## config.mk

```make
export PLATFORM = sky130hd
export DESIGN_NAME = alternating_shift_text_decoder
export DESIGN_NICKNAME = d
export VERILOG_FILES = /design/src/hw/rtl/asdec_pkg.sv /design/src/hw/rtl/asdec_front.sv /design/src/hw/rtl/asdec_fifo.sv /design/src/hw/rtl/asdec_back.sv /design/src/hw/rtl/alternating_shift_text_decoder.sv
export SDC_FILE = /design/constraint.sdc
export NUM_CORES = 1
export LEC_CHECK = 0
export ABC_CLOCK_PERIOD_IN_PS = 7600
export BUFFER_PORTS_ARGS = -buffer_cell sky130_fd_sc_hd__buf_2
export CORE_UTILIZATION = 55
export DETAILED_ROUTE_END_ITERATION = 7
export PLACE_DENSITY = 0.81
export SKIP_LAST_GASP = 1
export SLEW_MARGIN = 15
export SYNTH_ARGS = -nofsm -noshare
export SYNTH_HDL_FRONTEND = slang
export SYNTH_SLANG_ARGS = --single-unit
```

## constraint.sdc

```tcl
create_clock -name clk -period 7.6 [get_ports clk]
set_clock_uncertainty 0.2 [all_clocks]
set_input_delay 0.38 -clock clk [delete_from_list [all_inputs] [get_ports clk]]
set_output_delay 0.38 -clock clk [all_outputs]
set_load 0.01 [all_outputs]
```

## src/hw/rtl/asdec_pkg.sv

```systemverilog
`timescale 1ns / 1ps
// Shared types and constants for the alternating shift text decoder.
// No dependencies; every other file in hw/rtl imports this package.

package asdec_pkg;

    localparam logic [7:0] CH_LT = 8'h3C;
    localparam logic [7:0] CH_E  = 8'h45;
    localparam logic [7:0] CH_GT = 8'h3E;
    localparam logic [7:0] CH_LF = 8'h0A;
    localparam logic [7:0] CH_CR = 8'h0D;

    localparam logic [7:0] PERIOD_RESET = 8'd6;
    localparam int         GRP_DEPTH    = 4;
    localparam int         GRP_SLOTS    = 3;

    typedef struct packed {
        logic [7:0] in_byte;
        logic       end_of_stream;
    } in_item_t;

    typedef struct packed {
        logic [7:0] out_byte;
        logic       run_last;
    } out_item_t;

    // One character of a group: shifted, or passed through as is.
    typedef struct packed {
        logic       lit;
        logic [7:0] ch;
    } op_t;

    // All characters produced by one input word.
    typedef struct packed {
        logic [1:0]                cnt;
        op_t [GRP_SLOTS-1:0]       op;
    } grp_t;

    typedef enum logic [1:0] {
        PH_IDLE = 2'd0,
        PH_LT   = 2'd1,
        PH_LT_E = 2'd2
    } phase_t;

    typedef struct packed {
        logic   push;
        phase_t phase;
    } front_stat_t;

endpackage

```

## src/hw/rtl/asdec_front.sv

```systemverilog
`timescale 1ns / 1ps
// Front end: takes input words, tracks the escape prefix and builds the
// group of characters each word yields. Depends on asdec_pkg.

module asdec_front
    import asdec_pkg::*;
(
    input  logic        clk,
    input  logic        rst_n,
    input  logic        accept,
    input  in_item_t    item,
    output grp_t        grp,
    output front_stat_t stat
);

    phase_t phase_reg;
    phase_t phase_next;
    logic [7:0] b;
    logic       eos;

    assign b   = item.in_byte;
    assign eos = item.end_of_stream;

    always_comb
    begin
        phase_next = PH_IDLE;
        unique case (phase_reg)
            PH_IDLE:
            begin
                if (b == CH_LT)
                    phase_next = PH_LT;
            end
            PH_LT:
            begin
                if (b == CH_E)
                    phase_next = PH_LT_E;
            end
            PH_LT_E:
            begin
                phase_next = PH_IDLE;
            end
            default:
            begin
                if (b == CH_LT)
                    phase_next = PH_LT;
            end
        endcase
        if (eos)
            phase_next = PH_IDLE;
    end

    always_comb
    begin
        grp = '0;
        unique case (phase_reg)
            PH_LT:
            begin
                if (b == CH_E)
                begin
                    if (eos)
                    begin
                        grp.op[0] = '{lit: 1'b0, ch: CH_LT};
                        grp.op[1] = '{lit: 1'b0, ch: CH_E};
                        grp.cnt   = 2'd2;
                    end
                end
                else
                begin
                    grp.op[0] = '{lit: 1'b0, ch: CH_LT};
                    grp.op[1] = '{lit: 1'b0, ch: b};
                    grp.cnt   = 2'd2;
                end
            end
            PH_LT_E:
            begin
                if (b == CH_GT)
                begin
                    grp.op[0] = '{lit: 1'b1, ch: CH_LF};
                    grp.cnt   = 2'd1;
                end
                else
                begin
                    grp.op[0] = '{lit: 1'b0, ch: CH_LT};
                    grp.op[1] = '{lit: 1'b0, ch: CH_E};
                    grp.op[2] = '{lit: 1'b0, ch: b};
                    grp.cnt   = 2'd3;
                end
            end
            default:
            begin
                if (b == CH_LT)
                begin
                    if (eos)
                    begin
                        grp.op[0] = '{lit: 1'b0, ch: CH_LT};
                        grp.cnt   = 2'd1;
                    end
                end
                else if (b != CH_CR && b != CH_LF)
                begin
                    grp.op[0] = '{lit: 1'b0, ch: b};
                    grp.cnt   = 2'd1;
                end
            end
        endcase
        stat.push  = accept && (grp.cnt != 2'd0);
        stat.phase = phase_reg;
    end

    always_ff @(posedge clk or negedge rst_n)
    begin
        if (!rst_n)
            phase_reg <= PH_IDLE;
        else if (accept)
            phase_reg <= phase_next;
    end

endmodule

```

## src/hw/rtl/asdec_fifo.sv

```systemverilog
`timescale 1ns / 1ps
// Short queue of character groups between front and back end.
// Depends on asdec_pkg.

module asdec_fifo
    import asdec_pkg::*;
#(
    parameter int DEPTH = GRP_DEPTH
)
(
    input  logic clk,
    input  logic rst_n,
    input  logic wr_en,
    input  grp_t wr_grp,
    input  logic rd_en,
    output grp_t rd_grp,
    output logic full,
    output logic empty
);

    localparam int PW = (DEPTH > 1) ? $clog2(DEPTH) : 1;
    localparam int CW = $clog2(DEPTH + 1);
    localparam logic [PW-1:0] LAST_PTR = PW'(DEPTH - 1);
    localparam logic [CW-1:0] DEPTH_CNT = CW'(DEPTH);

    grp_t          mem [DEPTH];
    logic [PW-1:0] wr_ptr_reg;
    logic [PW-1:0] rd_ptr_reg;
    logic [CW-1:0] cnt_reg;
    logic          do_wr;
    logic          do_rd;

    assign full   = (cnt_reg == DEPTH_CNT);
    assign empty  = (cnt_reg == '0);
    assign do_wr  = wr_en && !full;
    assign do_rd  = rd_en && !empty;
    assign rd_grp = mem[rd_ptr_reg];

    always_ff @(posedge clk)
    begin
        if (do_wr)
            mem[wr_ptr_reg] <= wr_grp;
    end

    always_ff @(posedge clk or negedge rst_n)
    begin
        if (!rst_n)
        begin
            wr_ptr_reg <= '0;
            rd_ptr_reg <= '0;
            cnt_reg    <= '0;
        end
        else
        begin
            if (do_wr)
                wr_ptr_reg <= (wr_ptr_reg == LAST_PTR) ? '0 : wr_ptr_reg + 1'b1;
            if (do_rd)
                rd_ptr_reg <= (rd_ptr_reg == LAST_PTR) ? '0 : rd_ptr_reg + 1'b1;
            if (do_wr && !do_rd)
                cnt_reg <= cnt_reg + 1'b1;
            else if (do_rd && !do_wr)
                cnt_reg <= cnt_reg - 1'b1;
        end
    end

endmodule

```

## src/hw/rtl/asdec_back.sv

```systemverilog
`timescale 1ns / 1ps
// Back end: holds the period, step counter and result register; shifts one
// character per cycle from the head group unless the result waits unpopped. Depends on asdec_pkg.

module asdec_back
    import asdec_pkg::*;
(
    input  logic       clk,
    input  logic       rst_n,
    input  logic       period_we,
    input  logic [7:0] period_wdata,
    input  grp_t       head,
    input  logic       grp_empty,
    output logic       grp_pop,
    output out_item_t  result,
    output logic       empty,
    input  logic       pop
);

    logic [7:0] period_reg;
    logic [7:0] step_reg;
    logic [7:0] step_next;
    logic [1:0] idx_reg;
    logic [1:0] idx_next;
    logic       valid_reg;
    logic       valid_next;
    logic [7:0] byte_reg;
    logic [7:0] byte_next;
    logic       last_reg;
    logic       last_next;

    logic       load;
    logic       taken;
    op_t        op;
    logic [7:0] eff_period;
    logic [8:0] inc;
    logic [7:0] s;
    logic [8:0] amt_sum;
    logic [7:0] amt;

    assign taken = pop && valid_reg;
    assign load  = !grp_empty && (!valid_reg || taken);
    assign op    = head.op[idx_reg];

    always_comb
    begin
        eff_period = (period_reg == 8'd0) ? 8'd1 : period_reg;
        inc        = {1'b0, step_reg} + 9'd1;
        s          = (inc > {1'b0, eff_period}) ? 8'd1 : inc[7:0];
        amt_sum    = {1'b0, s} + 9'd1;
        amt        = amt_sum[8:1];

        last_next  = (idx_reg == head.cnt - 2'd1);
        grp_pop    = load && last_next;
        idx_next   = idx_reg;
        step_next  = step_reg;
        byte_next  = byte_reg;
        valid_next = valid_reg;
        if (load)
        begin
            valid_next = 1'b1;
            idx_next   = last_next ? 2'd0 : idx_reg + 2'd1;
            if (op.lit)
                byte_next = op.ch;
            else
            begin
                step_next = s;
                byte_next = s[0] ? op.ch - amt : op.ch + amt;
            end
        end
        else if (taken)
            valid_next = 1'b0;
    end

    always_ff @(posedge clk or negedge rst_n)
    begin
        if (!rst_n)
        begin
            period_reg <= PERIOD_RESET;
            step_reg   <= 8'd0;
            idx_reg    <= 2'd0;
            valid_reg  <= 1'b0;
        end
        else
        begin
            if (period_we)
                period_reg <= period_wdata;
            step_reg  <= step_next;
            idx_reg   <= idx_next;
            valid_reg <= valid_next;
        end
    end

    // hold the payload while the result waits
    always_ff @(posedge clk)
    begin
        byte_reg <= byte_next;
        if (load)
            last_reg <= last_next;
    end

    assign result.out_byte = byte_reg;
    assign result.run_last = last_reg;
    assign empty           = !valid_reg;

endmodule

```

## src/hw/rtl/alternating_shift_text_decoder.sv

```systemverilog
`timescale 1ns / 1ps
// Alternating shift text decoder, top level. Depends on asdec_pkg,
// asdec_front, asdec_fifo and asdec_back.

// A word is taken whenever push is high and full is low, one per cycle. Each
// word yields zero to three decoded characters: one for most text, none for
// CR, LF or a held escape prefix, and up to three for a broken escape. Results
// leave one per cycle while pop is high, through a single output register,
// so sustained throughput is one result per cycle while groups wait. With an
// empty queue, a word's group goes into the queue, then its first result into
// the output register. The front end turns each word into a character group,
// queued if non-empty (GRP_DEPTH_P groups); full rises once it is full. The
// period register may be written only while no decoded character is pending.

module alternating_shift_text_decoder
    import asdec_pkg::*;
#(
    parameter int GRP_DEPTH_P = GRP_DEPTH
)
(
    input  logic       clk,
    input  logic       rst_n,
    input  logic       push,
    output logic       full,
    input  in_item_t   item,
    output logic       empty,
    input  logic       pop,
    output out_item_t  result,
    input  logic       period_we,
    input  logic [7:0] period_wdata
);

    logic        accept;
    grp_t        fr_grp;
    front_stat_t fr_stat;
    grp_t        head;
    logic        grp_full;
    logic        grp_empty;
    logic        grp_pop;

    assign full   = grp_full;
    assign accept = push && !grp_full;

    asdec_front u_front (
        .clk    (clk),
        .rst_n  (rst_n),
        .accept (accept),
        .item   (item),
        .grp    (fr_grp),
        .stat   (fr_stat)
    );

    asdec_fifo #(
        .DEPTH (GRP_DEPTH_P)
    ) u_fifo (
        .clk    (clk),
        .rst_n  (rst_n),
        .wr_en  (fr_stat.push),
        .wr_grp (fr_grp),
        .rd_en  (grp_pop),
        .rd_grp (head),
        .full   (grp_full),
        .empty  (grp_empty)
    );

    asdec_back u_back (
        .clk          (clk),
        .rst_n        (rst_n),
        .period_we    (period_we),
        .period_wdata (period_wdata),
        .head         (head),
        .grp_empty    (grp_empty),
        .grp_pop      (grp_pop),
        .result       (result),
        .empty        (empty),
        .pop          (pop)
    );

    a_no_pop_empty: assert property (@(posedge clk) disable iff (!rst_n)
        grp_pop |-> !grp_empty)
        else $error("group popped from empty queue");

    a_head_nonempty: assert property (@(posedge clk) disable iff (!rst_n)
        !grp_empty |-> (head.cnt != 2'd0))
        else $error("queued group holds no characters");

    a_eos_flush: assert property (@(posedge clk) disable iff (!rst_n)
        (accept && item.end_of_stream) |=> (fr_stat.phase == PH_IDLE))
        else $error("escape prefix survived end of stream");

    a_pop_fills: assert property (@(posedge clk) disable iff (!rst_n)
        (grp_pop && !empty && !pop) |-> 1'b0)
        else $error("result register overwritten while waiting");

endmodule
```

-- Word level (Yosys, flattened, before mapping)
Memories as Yosys holds them, arrays and structs flattened.
Index checks and enable logic that the tools add are counted.
- bits of input ports: 22
- memories: 1
- memory bits (writable): 116
- register bits: 37
- output and inout bits: 11
- memory list (name ; words ; bits a word ; rd ports ; clocked after memory_dff ; write ports ; line ; text):
    u_fifo.mem ; 4 ; 29 ; 1 ; 0 ; 1 ; asdec_fifo.sv:26 ; grp_t mem [DEPTH];
- add/sub/neg operators: 10
- $lt $le $gt $ge: 2
- reductions and logical operators: 22
- muxes and demuxes: 36
- eq/ne operators: 11
- bitwise operators: 1
- operators by type and width (kind ; count):
    2-to-1 mux 8 bit ; 5
    2-to-1 mux 9 bit ; 4
    case mux 9 bit (2 select lines) ; 2
    2-to-1 mux 17 bit ; 2
    adder 8 x 1 -> 9 bit, second input constant ; 2
    binary-select mux 9 bit (select 2 bit) ; 1
    2-to-1 mux 2 bit ; 9
    == test 8 x 6 -> 1 bit, second input constant ; 2
    2-to-1 mux 16 bit ; 1
    != test 8 x 4 -> 1 bit, second input constant ; 2
    logical AND 1 bit ; 10
    > comparator 9 x 8 -> 1 bit ; 1
    adder 8 bit ; 1
    == test 8 x 7 -> 1 bit, second input constant ; 1
    zero test 8 bit ; 1
    case mux 2 bit (2 select lines) ; 2
    subtractor 8 bit ; 1
    2-to-1 mux 1 bit ; 7
    adder 2 x 1 -> 2 bit, second input constant ; 3
    == test 2 bit, second input constant ; 3
    2-to-1 mux 3 bit ; 2
    2-to-1 mux 6 bit ; 1
    nonzero test 2 bit ; 3
    zero test 1 bit ; 5
    other kinds (11) ; 11

-- Longest topological paths before layout
- depth after elaboration: 12
- gate-level depth with buffers: 29

-- Cells and area by module
A second synthesis with hierarchy kept.
- cell total of the unflattened synthesis: 535
- area total of the unflattened synthesis: 7528.5 µm²
- by module, submodules not included (module ; area each (µm²) ; cells an instance ; instances ; seq. area each (µm²)):
    asdec_fifo ; 4618.2 ; 188 ; 1 ; 3658.5
    asdec_back ; 2377.3 ; 272 ; 1 ; 748.2
    asdec_front ; 519.2 ; 74 ; 1 ; 50.0
    alternating_shift_text_decoder ; 13.8 ; 1 ; 1 ; 0.0

-- Worst setup path before layout
OpenSTA, ideal clock, no wires.
- path type: flip-flop to flip-flop
- start: reg u_back.step_reg[1]
- end: reg u_back.byte_reg[7] (data pin)
- arrival time: 5.189 ns
- clock period less this slack: 5.649 ns
- buffers on the path: 1
- setup slack: 1.951 ns
- cell stages (with the launch flop): 29
- cell sequence: dfrtp_1 > ha_1 > nand3_2 > xor2_1 > inv_1 > ha_1 > and3_1 > a211oi_1 > a21boi_2 > nor3_1 > buf_2 > and2_1 > ha_1 > inv_1 > nor2_2 > nand4_1 > o31ai_2 > o21ai_0 > a21oi_1 > xnor2_1 > nand2_1 > ha_1 > or2_2 > a21oi_1 > a31oi_1 > and4_4 > a211o_1 > mux2i_1 > xnor2_1
- longest elaborated chain between the ends: 7
- elaborated cells between the ends (all ways): 8
- classes of those cells: add/sub (4); order compare (1); mux (3)
- RTL lines (what ; line ; text):
    start: declaration ; asdec_back.sv:21 ; logic [7:0] step_reg;
    start signal: assignment ; asdec_back.sv:88 ; step_reg <= step_next;
    adder 8 x 1 -> 9 bit * ; asdec_back.sv:48 ; inc = {1'b0, step_reg} + 9'd1;
    > comparator 9 x 8 -> 1 bit ; asdec_back.sv:49 ; s = (inc > {1'b0, eff_period}) ? 8'd1 : inc[7:0];
    2-to-1 mux 8 bit * ; asdec_back.sv:49 ;
    net u_back.s[1] ; asdec_back.sv:37 ; logic [7:0] s;
    adder 8 x 1 -> 9 bit * ; asdec_back.sv:50 ; amt_sum = {1'b0, s} + 9'd1;
    adder 8 bit or subtractor 8 bit (tied branches) ; asdec_back.sv:68 ; byte_next = s[0] ? op.ch - amt : op.ch + amt;
    2-to-1 mux 8 bit * ; asdec_back.sv:68 ;
    2-to-1 mux 8 bit * ; asdec_back.sv:63 ; if (op.lit)
    end signal: assignment ; asdec_back.sv:97 ; byte_reg <= byte_next;
    end: declaration ; asdec_back.sv:27 ; logic [7:0] byte_reg;
The timed path passes the listed nets; every way through them passes the cells marked *.
A chain may end at the register's enable or synchronous reset.

-- Worst setup path after layout
- start: reg u_back.step_reg[0]
- end: reg u_back.byte_reg[7] (data pin)
Same word-level chain as after synthesis.

==> results.ini <==
[placement]
placed_area_mm2 = 0.00751
portBuffers = 32
hpwlAfterDp_mm = 9.63
place.gp.congestion = 0.892
place_ws_ns = 1.06
post-place-cells = 719

[worst_setup_path]
start_kind = flop
crit_path_end_kind = flop
crit_top_cell = ha_1
arrival_ns = 6.64
crit_fanout = 13
crit_required_ns = 7.57
reg2reg_depth = 28
critPathSlowestCell = dfrtp_1
critical-path-max-stage-delay_ns = 0.64
crit_type = flop to flop

[yosys]
synth_top_area_share_pct = 49.0
syn_area_mm2 = 0.00716
syn_nets = 575
yosys.area_share.simple_pct = 11.1
synth_compound_area_share_pct = 7.48
synth-xor-area-share_pct = 3.11
synth_top_family_by_area = multiplexers
synth_mux_area_share_pct = 11.6
yosys-top-cells-area = edfxtp_1 (49%), dfrtp_1 (9.1%), mux4_2 (8.5%)
async_reset_ff_share_pct = 19.3
ys_seq_area_share_pct = 58.9
synth_warnings = 0
syn_avg_cell_area_um2 = 13.6
synth.distinct_cells = 65
yosysMostFrequentCell = edfxtp_1
syn-instance-count = 525
synth_ff_type = edfxtp_1
synth_enable_flop_cells = 117
ys_ff_latch = 145
synth_fa_ha_area_share_pct = 5.10
yosys.area.top_type = edfxtp_1
synthTopCellsByCount = edfxtp_1 (117), nand2_1 (44), nor2_1 (31)

[flow_run]
drv_cap = 0

[clock_network]
postCtsSetupBuffers = 0
root_buffer = clkbuf_16
cts_buffers = 17
cts_htree_levels = 4
cts_buffer_depth = 2
clkLatencyLatePin_ns = 0.42
clock-sinks = 145
cts_tree = built
clk_pin_slew_ns = 0.06

[layout]
fin_area_mm2 = 0.00817
nNetsFinal = 627
layout-drive-gt1-share_pct = 21.2
n_fill_cell = 908
fin_cells = 762
largest_reg_flops = 108
area_growth_pct = 14.1
registers.top_by_ff_count = u_fifo.mem
final_util_pct = 64.5

[global_routing]
gr-total-overflow = 0
grt_pass1_wl_mm = 23.9
grt_max_degree = 31
antenna_found_initial = 1
grt_pass1_vias = 4565
grt_usage_pct = 24.8

[routing]
drc_errors = 0
dr.pass1.iters = 5
wirelength_mm = 14.9
routedWlPerCell_um = 19.6
antenna_left = 0
viasPerCell = 5.85
dr_total_vias = 4460
drt_iter0_markers = 374

[timing]
final-hold-violation-count = 0
worst_pin_slew_ns = 1.01
setup_viol = 0
slew_violations = 0
fmax_mhz = 150
min_period_over_period_pct = 87.7
period_needed_ns = 6.67
fin_ws_ns = 0.931
final.setup.tns_ns = 0
slew_headroom_pct = 32.8
rsz0062_at_grt = false

[power_and_ir_drop]
power_density_mw_per_mm2 = 464
leakage_nw = 3.07
ir_worst_vdd_uv = 241

[floorplanning]
core_area_mm2 = 0.0127
rows = 41
start_util_pct = 56.5
dieArea_mm2 = 0.0135
die_y_um = 116
dieWidth_um = 116
io_pins = 33

[worst_hold_path]
hold_path_class = input port to flop
holdPathStages = 3

[status]
status = finished, final reports clean

==> worst max-delay path: cells and delay by family (launching register included) <==
kind | cells | cell delay [ns]
buffers and inverters | 3 | 0.42
muxes | 1 | 0.16
and+or+nand+nor | 9 | 1.60
DFF | 1 | 0.64
AOI/OAI and AO/OA | 8 | 1.55
adders and majority gates | 4 | 1.29
xor gates and xnor gates | 3 | 0.54
==> cells by family (layout without fill, tap and decap cells) <==
kind of cell | after synthesis | after routing
other | 0 | 1
flip-flops | 145 | 145
adder cells (fa/ha/maj) | 28 | 28
multiplexers | 48 | 48
buffers and inverters | 48 | 112
AND/OR/NAND/NOR | 153 | 153
AO/OA/AOI/OAI | 81 | 81
XOR/XNOR | 22 | 22
==> through the flow <==
stage | power (W) | hold slack, ns
after floorplan | 0.00258 | -0.116
after global placement | 0.00294 | 0.250
after detailed placement | 0.00300 | 0.272
after CTS | 0.00380 | 0.0703
after global routing | 0.00403 | 0.133
final | 0.00379 | 0.0880
==> worst paths after layout <==
| path | start | end | slack [ns] |
|---|---|---|---|
| min reg2reg | u_fifo.cnt_reg[2] | u_fifo.cnt_reg[2] | 0.28 |
| max | u_back.step_reg[0] | u_back.byte_reg[7] | 0.93 |
| max reg2reg | u_back.step_reg[0] | u_back.byte_reg[7] | 0.93 |
| min | period_we | u_back.period_reg[1] | 0.09 |
| max in group asynchronous | rst_n | u_fifo.rd_ptr_reg[0] | 6.36 |
| min in group asynchronous | rst_n | u_back.step_reg[6] | 0.35 |
==> area by class of cell <==
type	count	area (um2)	area share, %
diodes	1	2.50	0.0306
clock buffers	19	433	5.30
clock inverters	12	118	1.44
inverters	31	116	1.42
multi-input cells	332	2750	33.6
flip-flops and latches	145	4220	51.6
well taps	172	215	2.63
repair buffers	50	323	3.95
==> timing repair <==
| item | in CTS | in global routing |
|---|---|---|
| hold buffers | 11 | 0 |
| endpoints found under the hold margin | 36 | 0 |
| gates resized for setup | 0 | 0 |
==> report_power, final <==
part / switching (W) / total (W) / internal, W
sequential: 0.000159 / 0.00128 / 0.00112
clock: 0.000310 / 0.000786 / 0.000476
combinational: 0.000920 / 0.00172 / 0.000800
total: 0.00139 / 0.00379 / 0.00240
==> metal layers <==
metal | track usage [%] | wire length, um | up-vias | share of wire, %
li1 | - | - | 2069 | -
met1 | 31.2 | 6240 | 2229 | 42
met2 | 40.8 | 7590 | 125 | 51
met3 | 5.14 | 593 | 37 | 4.0
met4 | 13.2 | 491 | 0 | 3.3
met5 | 0 | 0 | - | 0
==> layout by cell type (no fill, tap or decap), types with 22 or more instances in the layout <==
master,netlist,layout
edfxtp_1,117,117
nand2_1,44,44
buf_2,5,32
nor2_1,31,31
inv_1,30,30
mux4_2,27,27
ha_1,26,26
dfrtp_1,26,25
a21oi_1,22,22
No activity file was read; power rests on OpenSTA's default activity.
